--- src/rtl/thp_pkg.sv ---
`default_nettype none

package thp_pkg;

    // Number of harmonic constituents and angle accumulator width (turns, 2^-48)
    localparam int unsigned ConN = 8;
    localparam int unsigned AngW = 48;
    localparam int unsigned SidxW = 6;
    localparam int unsigned SamplesDefault = 48;

    // Register indexes on the write port
    localparam logic [2:0] RegCoefM2K1 = 3'd0;
    localparam logic [2:0] RegCoefO1P1 = 3'd1;
    localparam logic [2:0] RegCoefN2Sa = 3'd2;
    localparam logic [2:0] RegCoefQ1K2 = 3'd3;
    localparam logic [2:0] RegDatum    = 3'd4;
    localparam logic [2:0] RegEpoch    = 3'd5;

    localparam logic [39:0] EpochReset = 40'd1735689600;

    // Constituent speeds in micro-degrees per hour (M2,K1,O1,P1,N2,SA,Q1,K2)
    localparam logic [63:0] SPEED_U [ConN] = '{
        64'd28984104, 64'd15041069, 64'd13943035, 64'd14958931,
        64'd28439730, 64'd41069,    64'd13398661, 64'd30082138
    };

    // Speeds converted to 2^-48 turns per second, rounded
    localparam logic [32:0] SPEED [ConN] = '{
        33'(((SPEED_U[0] << 35) + 64'd79101562) / 64'd158203125),
        33'(((SPEED_U[1] << 35) + 64'd79101562) / 64'd158203125),
        33'(((SPEED_U[2] << 35) + 64'd79101562) / 64'd158203125),
        33'(((SPEED_U[3] << 35) + 64'd79101562) / 64'd158203125),
        33'(((SPEED_U[4] << 35) + 64'd79101562) / 64'd158203125),
        33'(((SPEED_U[5] << 35) + 64'd79101562) / 64'd158203125),
        33'(((SPEED_U[6] << 35) + 64'd79101562) / 64'd158203125),
        33'(((SPEED_U[7] << 35) + 64'd79101562) / 64'd158203125)
    };

    // Quarter-wave cosine series constants (Q30)
    localparam logic [30:0] Q30One    = 31'h4000_0000;
    localparam logic [30:0] HalfPiQ30 = 31'd1686629713;

    // Series divisors as reciprocal multipliers: floor(p/d) = (p*M) >> SH for 32-bit p
    localparam int unsigned SER_SH [ConN] = '{40, 40, 40, 39, 38, 37, 36, 33};
    localparam logic [32:0] SER_M [ConN] = '{
        33'(((64'd1 << 40) + 64'd239) / 64'd240),
        33'(((64'd1 << 40) + 64'd181) / 64'd182),
        33'(((64'd1 << 40) + 64'd131) / 64'd132),
        33'(((64'd1 << 39) + 64'd89) / 64'd90),
        33'(((64'd1 << 38) + 64'd55) / 64'd56),
        33'(((64'd1 << 37) + 64'd29) / 64'd30),
        33'(((64'd1 << 36) + 64'd11) / 64'd12),
        33'(((64'd1 << 33) + 64'd1) / 64'd2)
    };

    // Configuration registers as seen by the datapath
    typedef struct packed {
        logic [3:0][63:0] coef;
        logic [31:0]      datum;
        logic [39:0]      epoch;
    } cfg_t;

    // Side information travelling with each cosine request
    typedef struct packed {
        logic [15:0]      amp;
        logic [SidxW-1:0] sidx;
        logic             first;
        logic             last;
    } cos_tag_t;

    // One result item
    typedef struct packed {
        logic [SidxW-1:0]   sidx;
        logic signed [15:0] level;
        logic signed [15:0] height;
        logic               is_cur;
        logic               last;
    } out_t;

endpackage

`default_nettype wire

--- src/rtl/thp_front.sv ---
`default_nettype none

module thp_front
    import thp_pkg::*;
(
    input  logic            clk,
    input  logic            rst_n,
    input  logic            s_tvalid,
    output logic            s_tready,
    input  logic [39:0]     s_tdata,
    input  logic [39:0]     epoch,
    input  logic            pop,
    output logic            q_valid,
    output logic [AngW-1:0] q_dt
);

    localparam int unsigned Depth = 2;

    logic [AngW-1:0] mem_reg [Depth];
    logic            wr_reg, rd_reg;
    logic [1:0]      cnt_reg;
    logic            push;
    logic [AngW-1:0] dt0;

    // Window start relative to the epoch, modulo one turn of the accumulator
    assign dt0 = {8'b0, s_tdata} - AngW'(43200) - {8'b0, epoch};

    assign s_tready = (cnt_reg != 2'(Depth));
    assign push     = s_tvalid && s_tready;
    assign q_valid  = (cnt_reg != 2'd0);
    assign q_dt     = mem_reg[rd_reg];

    // Advance queue pointers and fill count
    always_ff @(posedge clk or negedge rst_n)
    begin
        if (!rst_n)
        begin
            wr_reg  <= 1'b0;
            rd_reg  <= 1'b0;
            cnt_reg <= 2'd0;
        end
        else
        begin
            if (push)
                wr_reg <= ~wr_reg;
            if (pop)
                rd_reg <= ~rd_reg;
            if (push && !pop)
                cnt_reg <= cnt_reg + 2'd1;
            else if (pop && !push)
                cnt_reg <= cnt_reg - 2'd1;
        end
    end

    // Hold request payload
    always_ff @(posedge clk)
    begin
        if (push)
            mem_reg[wr_reg] <= dt0;
    end

endmodule

`default_nettype wire

--- config.mk ---
export PLATFORM = sky130hd
export DESIGN_NAME = thp_front
export DESIGN_NICKNAME = d
export VERILOG_FILES = /design/src/rtl/thp_pkg.sv /design/src/rtl/thp_front.sv
export SDC_FILE = /design/constraint.sdc
export NUM_CORES = 1
export LEC_CHECK = 0
export BUFFER_PORTS_ARGS = -buffer_cell sky130_fd_sc_hd__buf_2
export CORE_ASPECT_RATIO = 0.6
export CORE_MARGIN = 3
export CORE_UTILIZATION = 40
export DETAILED_ROUTE_END_ITERATION = 8
export PLACE_DENSITY_LB_ADDON = 0.1
export SYNTH_ARGS = -nofsm -noshare
export SYNTH_HDL_FRONTEND = slang
export SYNTH_SLANG_ARGS = --single-unit
--- constraint.sdc ---
create_clock -name clk -period 3.7 [get_ports clk]
set_input_delay 0 -clock clk [delete_from_list [all_inputs] [get_ports clk]]
set_output_delay 0 -clock clk [all_outputs]
set_load 0.05 [all_outputs]
# Word level (Yosys, flattened, before mapping)
# Memory sizes are Yosys's and may differ from the RTL's.
# Cells that the tools add are included.
[totals]
ram_bits = 96
ff_bits = 4
n_memories = 1
out_inout_bits = 50
[mem_list]
columns = ["name", "words", "width", "read_ports", "rd_clocked_by_memory_dff", "wr", "line", "rtl"]
rows = [
  ["mem_reg", 2, 48, 1, 0, 1, "thp_front.sv:19", "logic [AngW-1:0] mem_reg [Depth];"],
]
[classes]
n_mux = 4
addsub = 4
reduce_logical = 7
bitwise = 2
n_eq_ne = 1
[ops]
columns = ["op", "count"]
rows = [
  ["41-bit by 41-bit subtractor with 42-bit output", 1],
  ["40-bit by 16-bit subtractor with 41-bit output (second input constant)", 1],
  ["2-bit two-way mux", 2],
  ["2-bit nonzero test", 2],
  ["1-bit logical AND", 3],
  ["2-bit by 1-bit adder with 2-bit output (second input constant)", 1],
  ["1-bit zero test", 2],
  ["1-bit two-way mux", 2],
  ["2-bit inequality test (second input constant)", 1],
  ["1-bit NOT", 2],
  ["2-bit by 1-bit subtractor with 2-bit output (second input constant)", 1],
]

# Logic depth before layout (Yosys ltp)
# Gate-level depths: netlist of the first run.
[logic_depth]
depth_word = 6
ltp_mapped = 17
depth_no_buf = 17

# Least setup slack after synthesis of the first run
# Ideal clock, no wire load.
[synth_path]
path_type = "input to register"
from = "in s_tdata[6]"
to = "mem mem_reg[0][33], data pin"
path_buffers = 1
arrival_ns = 3.202
setup_slack_ns = 0.221
setup_time_ns = 0.278
path_stages = 16
cell_sequence = "ha_1 o41a_1 o21a_1 o21ai_4 nand2_1 nor2_1 xor2_1 ha_1 clkbuf_1 a21o_1 a21o_1 a21oi_1 nand3b_1 a2111oi_1 o41ai_2 xor2_1"
[synth_between]
elab_chain_cells = 2
[synth_lines]
columns = ["item", "line", "rtl"]
rows = [
  ["from (decl)", "thp_front.sv:10", "input logic [39:0] s_tdata,"],
  ["40-bit by 16-bit subtractor with 41-bit output", "thp_front.sv:26", "assign dt0 = {8'b0, s_tdata} - AngW'(43200) - {8'b0, epoch};"],
  ["41-bit by 41-bit subtractor with 42-bit output", "thp_front.sv:26", ""],
  ["net dt0[33]", "thp_front.sv:23", "logic [AngW-1:0] dt0;"],
  ["to (decl)", "thp_front.sv:19", ""],
]
# The timed path passes the listed nets, and every way through them passes these cells.

# Worst setup path in the final report of the first run
[layout_path]
from = "in s_tdata[6]"
to = "mem mem_reg[0][34], data pin"
# Same word-level chain as after synthesis.

==> metrics.md, run 1 <==
| Metric | Value |
|---|---|
| Synthesized area per cell | 10.2 um^2 |
| Worst Setup End Kind | flip-flop |
| Clock H-tree levels | 3 |
| R2R depth | 4 |
| Synth cell types | 65 |
| Placed cell area | 7530 um^2 |
| Initial antenna violation count | 0 |
| P&R area growth vs syn | 23.8% |
| Largest register FFs | 84 |
| Number of global-route vias before repair | approximately 4,900 |
| P per Cell Area | ~640 nW/um^2 |
| Cell Area, Synth | 6400 um^2 |
| Worst clock skew | a little under 0.005 ns |
| DR DRC count | 0 |
| Register area share after synthesis | 0.410 |
| R2R setup slack | around 1.8 ns |
| Ports | 134 |
| Final Util | 0.511 |
| Die area | 17,600 um^2 |
| Die height | 104 um |
| Gr usage total | 0.183 |
| Post-route ant nets | 0 |
| Slew of the pin with the lowest slew margin | ~1.0 ns |
| Post-route total power | slightly above 5000 uW |
| Hold path start | s_tvalid |
| Hold Crit Class | in2reg |
| CP Data Arrival Time | between 3 and 4 ns |
| Crit Path Max Fanout | 5 |
| CTS tree | yes |
| Fin. Hold Viols | 0 |
| First-pass GRT wire length | about 26 mm |
| Post-synth EDFFs | 84 |
| Sum Neg Setup Slack | 0 ns |
| CTS Root Buffer Type | clkbuf_16 |
| Drt first pass iters | 5 |
| Synthesized flop and latch total | between 80 and 90 |
| Layout cells sized above 1 | 0.333 |
| Post-synth net total | 756 |
| Final max-slew violation count | 0 |
| Unrepaired setup endpoints after global routing | true |
| Nets | a little over 900 |
| Ys async rst share | 0.0455 |
| Initial core utilization | 0.413 |
| Most frequent cells in the layout | 133 x buf_2, 84 x edfxtp_1, 55 x inv_1, 48 x a21oi_1, 45 x nand2_1 |
| Leak pwr | about 0.0035 uW |
| Port bufs | ~130 |
| Max Clk Rate | between 200 and 300 MHz |
| Core box area | 15,500 um^2 |
| Initial DRC count | ~320 |
| GRT overflow | 0 |
| Final cycle utilization of the critical path | 0.933 |
| R2r startpoint | cnt_reg[0]$_DFFE_PN0P_ |
| VDD IR-drop max | between 0.3 and 0.4 mV |
| Bufs on Longest Clock Path | 2 |
| Top FF cell, synth | edfxtp_1 |
| WHS | roughly 0.060 ns |
| Routability cong. | between 0.8 and 0.9 |
| Min cycle time layout | around 3.5 ns |
| Ant diodes | 0 |
| Cell area after layout | just under 8000 um^2 |
| Reg2reg end | mem_reg[0][21]$_DFFE_PP_ |
| Clock Latency Late Sink | 0.33 ns |
| Clock sinks | slightly below 90 |
| Hold Path End | wr_reg$_DFFE_PN0P_ |
| Post-synthesis instance total | between 600 and 700 |
| Slew HR | 0.317 |
| Die X | around 170 um |
| CP required | around 3.8 ns |
| Max cap viols | 0 |
| Row cnt | 35 |
| Vias | ~5,000 |
| Commonest non-fill, non-tap cell in the layout | buf_2 |
| Wire per inst | between 15 and 20 um |
| Vias per cell | about 5 |
| # setup viols final | 0 |
| Cell count of the worst hold path | 3 |
| Warning count from the yosys run | 0 |
| Status | finished, final reports clean |
| Inserted Clock Buffers | 9 |
| Post-Route WL | around 16 mm |
| Worst setup SP type | primary input |
| CP Class | in2reg |
| Largest net degree at the start of global routing | 44 |
| Clock transition at the registers of the reported paths | 0.06 ns |
| Post-DP HPWL | 13.0 mm |
==> repair_timing <==
| item | CTS | global route |
|---|---|---|
| endpoints found under the setup margin | 0 | 12 |
| buffers inserted | 0 | 0 |
| resized for setup | 0 | 10 |
| endpoints found under the hold margin | 5 | 0 |
| hold buffers | 3 | 0 |
==> synth_stat cells, types with 2 or more instances <==
library cell	instances	area share
o221ai_1	3	0.0041
clkbuf_1	18	0.011
nand3_1	12	0.0094
and4_1	3	0.0041
and3_1	6	0.0059
or3_1	2	0.0020
xnor2_1	34	0.047
ha_1	42	0.082
nand4_1	3	0.0029
mux2i_1	2	0.0031
nor2b_1	3	0.0029
nand2b_1	9	0.0088
or2_1	2	0.0020
o21bai_1	3	0.0035
nor4_1	3	0.0029
a21o_1	25	0.029
dfrtp_1	4	0.016
o41ai_2	2	0.0051
a211o_1	2	0.0027
a211oi_1	4	0.0047
or3_4	3	0.0053
o21ai_0	17	0.013
nand2_1	45	0.026
o21a_1	10	0.012
nand3b_1	3	0.0035
mux2_2	42	0.074
nand2b_4	2	0.0043
a21oi_1	48	0.038
nor2_1	43	0.025
and2_1	3	0.0029
xor2_1	34	0.047
nor3_1	14	0.011
edfxtp_1	84	0.39
inv_1	55	0.032
buf_4	6	0.0070
or2_2	3	0.0029
a31oi_1	7	0.0068
==> report_power, final <==
part | leakage [uW] | switching [uW] | internal (uW)
clock network | 0.000146 | 371 | 531
logic | 0.00255 | 1740 | 785
registers | 0.000825 | 159 | 1460
==> worst max-delay path, stage by stage <==
cell and delay, ns:
buf_2 0.13, ha_1 0.21, o41a_1 0.35, o21a_1 0.24
o21ai_4 0.18, nand2_1 0.16, o41ai_2 0.31, nand2_1 0.13
ha_1 0.37, nand4_1 0.14, nor2_1 0.07, nand2_1 0.09
nor2_1 0.05, a21oi_1 0.23, or3b_4 0.45, a31oi_2 0.25
xnor2_2 0.15
==> metrics by stage <==
| step | setup WS [ns] | std cells |
|---|---|---|
| after floorplan | 0.221 | 629 |
| after global placement | -0.201 | 982 |
| final | 0.247 | 1001 |
| after detailed placement | -0.174 | 982 |
| after global routing | -0.0139 | 1001 |
| after CTS | 0.136 | 1001 |
==> layout make-up <==
cell class,instances,area [um^2]
clock inverter,7,78.8
tap,203,254
timing repair buffer,178,1010
inverter,55,206
clock buffer,9,225
sequential,88,2620
fill,1462,7580
multi-input combinational,461,3520
==> kinds of logic after synthesis <==
group           after synthesis  share of synthesized area
compound gates              137                      0.143
xor+xnor                     69                     0.0956
fa+ha+maj                    43                     0.0853
buf+inv                      80                     0.0506
flops                        88                      0.410
mux                          44                     0.0770
simple gates                168                      0.138
==> worst max-delay path by stage <==
| stage | to | cells past startpoint | from | slack (ns) |
|---|---|---|---|---|
| after floorplan | mem_reg[0][33]$_DFFE_PP_ | 16 | s_tdata[6] | 0.22 |
| after global placement | mem_reg[0][34]$_DFFE_PP_ | 17 | s_tdata[6] | -0.20 |
| after detailed placement | mem_reg[0][34]$_DFFE_PP_ | 17 | s_tdata[6] | -0.17 |
| after CTS | mem_reg[0][34]$_DFFE_PP_ | 17 | s_tdata[6] | 0.14 |
| after global routing | mem_reg[0][39]$_DFFE_PP_ | 18 | s_tdata[6] | -0.01 |
| final | mem_reg[0][34]$_DFFE_PP_ | 17 | s_tdata[6] | 0.25 |
==> layer usage <==
metal  routed length, um  GRT usage
met1                9540      0.325
met4                 124     0.0356
met5                   0          0
met2                5650      0.230
met3                 691     0.0175
No activity file was read; power rests on OpenSTA's default activity.
==> inputs of run 2 (changes only) <==
Clock period 3.7 ns to 3.36 ns, I/O delays scaled along.
==> run 2 against run 1 <==
Effect of this change: sequential share of layout area shrank 3.0 points; count of clock-buffer cells in the layout is the same; clock skew grew 0.0018 ns; largest cell class unchanged; largest power group unchanged; highest routed layer unchanged.
==> metrics.md, run 2 (synthesis results as in run 1) <==
| Metric | Value |
|---|---|
| Row cnt | 35 (unchanged) |
| Worst clock skew | 0.00679 ns (+0.00184 ns) |
| Wire per inst | 15.5 um (-3.2%) |
| Most frequent cells in the layout | 132 x buf_2, 113 x buf_4, 84 x edfxtp_1, 55 x inv_1, 43 x nand2_1 |
| Fillers | 1,390 (-4.9%) |
| Slew of the pin with the lowest slew margin | 1.01 ns (-0.0170 ns) |
| Status | finished, final reports clean |
| Ports | 134 (unchanged) |
| Post-DP HPWL | 13.5 mm (+3.7%) |
| Die height | 104 um (unchanged) |
| Clock sinks | 88 (unchanged) |
| CTS Root Buffer Type | clkbuf_16 |
| Initial DRC count | 262 (-17%) |
| Worst setup SP type | primary input |
| Die area | 17,600 um^2 (unchanged) |
| Gr usage total | 0.187 (+0.00353) |
| P per Cell Area | 658 nW/um^2 (+3.2%) |
| GRT overflow | 0 (unchanged) |
| DR DRC count | 0 (unchanged) |
| Commonest non-fill, non-tap cell in the layout | buf_2 |
| P&R area growth vs syn | 36.0% |
| Drt first pass iters | 4 (-1) |
| CP Class | in2reg |
| CP required | 3.42 ns (-0.33 ns) |
| Nets | 993 (+7.9%) |
| Core box area | 15,500 um^2 (unchanged) |
| Post-Route WL | 16.6 mm (+3.8%) |
| Clock H-tree levels | 3 (unchanged) |
| Clock transition at the registers of the reported paths | 0.06 ns (about the same) |
| CTS tree | yes |
| Final max-slew violation count | 0 (unchanged) |
| Routability cong. | 0.906 (+3.5%) |
| Post-route total power | 5720 uW (+13%) |
| Vias per cell | 4.88 (-2.4%) |
| Fin. Hold Viols | 0 (unchanged) |
| Layout cells sized above 1 | 0.420 (+0.0869) |
| Min cycle time layout | ~3.2 ns |
| Final cycle utilization of the critical path | 0.951 |
| Largest register FFs | 84 (unchanged) |
| Largest net degree at the start of global routing | 44 (unchanged) |
| Die X | 169 um (unchanged) |
| Sum Neg Setup Slack | 0 ns (unchanged) |
| Ant diodes | 0 (unchanged) |
| Max cap viols | 0 (unchanged) |
| Port bufs | 133 (unchanged) |
| Clock Latency Late Sink | 0.33 ns (about the same) |
| Inserted Clock Buffers | 9 (unchanged) |
| Bufs on Longest Clock Path | 2 (unchanged) |
| Number of global-route vias before repair | 5,024 (+2.2%) |
| Placed cell area | 8070 um^2 (+7.3%) |
| First-pass GRT wire length | 26.3 mm (+1.9%) |
| Cell area after layout | 8700 um^2 (+9.8%) |
| Worst Setup End Kind | flip-flop |
| Leak pwr | 0.00393 uW (+12%) |
| Initial core utilization | 0.413 (unchanged) |
| Crit Path Max Fanout | 5 (unchanged) |
| CP Data Arrival Time | 3.26 ns (-0.25 ns) |
| Hold Crit Class | in2reg |
| Vias | 5,239 (+4.7%) |
| # setup viols final | 0 (unchanged) |
| Max Clk Rate | about 310 MHz |
| Slew HR | 0.329 (+0.0113) |
| Post-route ant nets | 0 (unchanged) |
| Initial antenna violation count | 0 (unchanged) |
| VDD IR-drop max | 0.312 mV (+2.1%) |
## run 2: cell types whose count changed in the layout (fill, tap and decap cells not counted), moves of 3 or more
cell / change
nor3_1: -5
o21ai_1: +3
a21oi_1: -9
o21ai_0: -3
buf_4: +71
nor3_2: +5
a21oi_2: +8
## run 2: worst paths after layout
check,start,end,slack [ns],cells after the start
min in group asynchronous,rst_n,wr_reg$_DFFE_PN0P_,0.54,3
max in group asynchronous,rst_n,rd_reg$_DFFE_PN0P_,2.09,4
setup / recovery,s_tdata[9],mem_reg[1][36]$_DFFE_PP_,0.16,17
hold reg to reg,cnt_reg[1]$_DFFE_PN0P_,cnt_reg[1]$_DFFE_PN0P_,0.49,1
setup reg to reg,cnt_reg[0]$_DFFE_PN0P_,mem_reg[1][19]$_DFFE_PP_,1.53,2
hold / removal,s_tvalid,wr_reg$_DFFE_PN0P_,0.06,3
## run 2: worst max-delay path, cell delays in order
cell,delay (ns)
buf_2,0.12
a211o_1,0.27
o21a_1,0.18
o21a_1,0.17
o21a_1,0.18
nand2b_4,0.17
nor3_2,0.14
xor2_1,0.19
ha_1,0.29
buf_4,0.16
a21o_1,0.17
a21o_1,0.20
nand3_1,0.09
a31oi_1,0.14
or3b_4,0.44
a31oi_4,0.22
xnor2_2,0.11
## run 2: metal layers
layer	wire (um)	vias up	global-route usage
met2	6060	147	0.233
met4	135	0	0.0432
met1	9390	2356	0.327
met3	1040	9	0.0224
li1	-	2727	-
met5	0	-	0
## run 2: final cells by class
class,count,area [um^2],share of cell area
tap,203,254,0.0292
clock buffer,9,225,0.0259
clock inverter,7,96.3,0.0111
timing repair buffer,251,1570,0.181
sequential,88,2620,0.302
multi-input combinational,461,3720,0.428
inverter,55,206,0.0237
## run 2: power breakdown
part	switching (uW)	internal, uW	total (uW)	leakage (uW)
registers	172	1610	1790	0.000825
logic	1940	956	2900	0.00294
clock network	387	652	1040	0.000159
total	2500	3220	5720	0.00393
## run 2: timing repair
action                                  4_1_cts  5_1_grt
buffers inserted                              0        2
endpoints found under the setup margin        2       28
endpoints found under the hold margin         5        0
hold buffers                                  4        0
resized for setup                             1       45
pin swaps                                     0       16
## run 2: stage by stage
step	utilization	hold WS, ns	instances	worst slack (ns)
floorplan	-	-0.296	629	-0.0222
global placement	0.521	-0.194	1052	-0.292
detailed placement	0.521	-0.188	1052	-0.318
CTS	0.544	0.0510	1072	0.0185
global route	0.561	0.0636	1074	-0.0264
finish	0.561	0.0571	1074	0.164
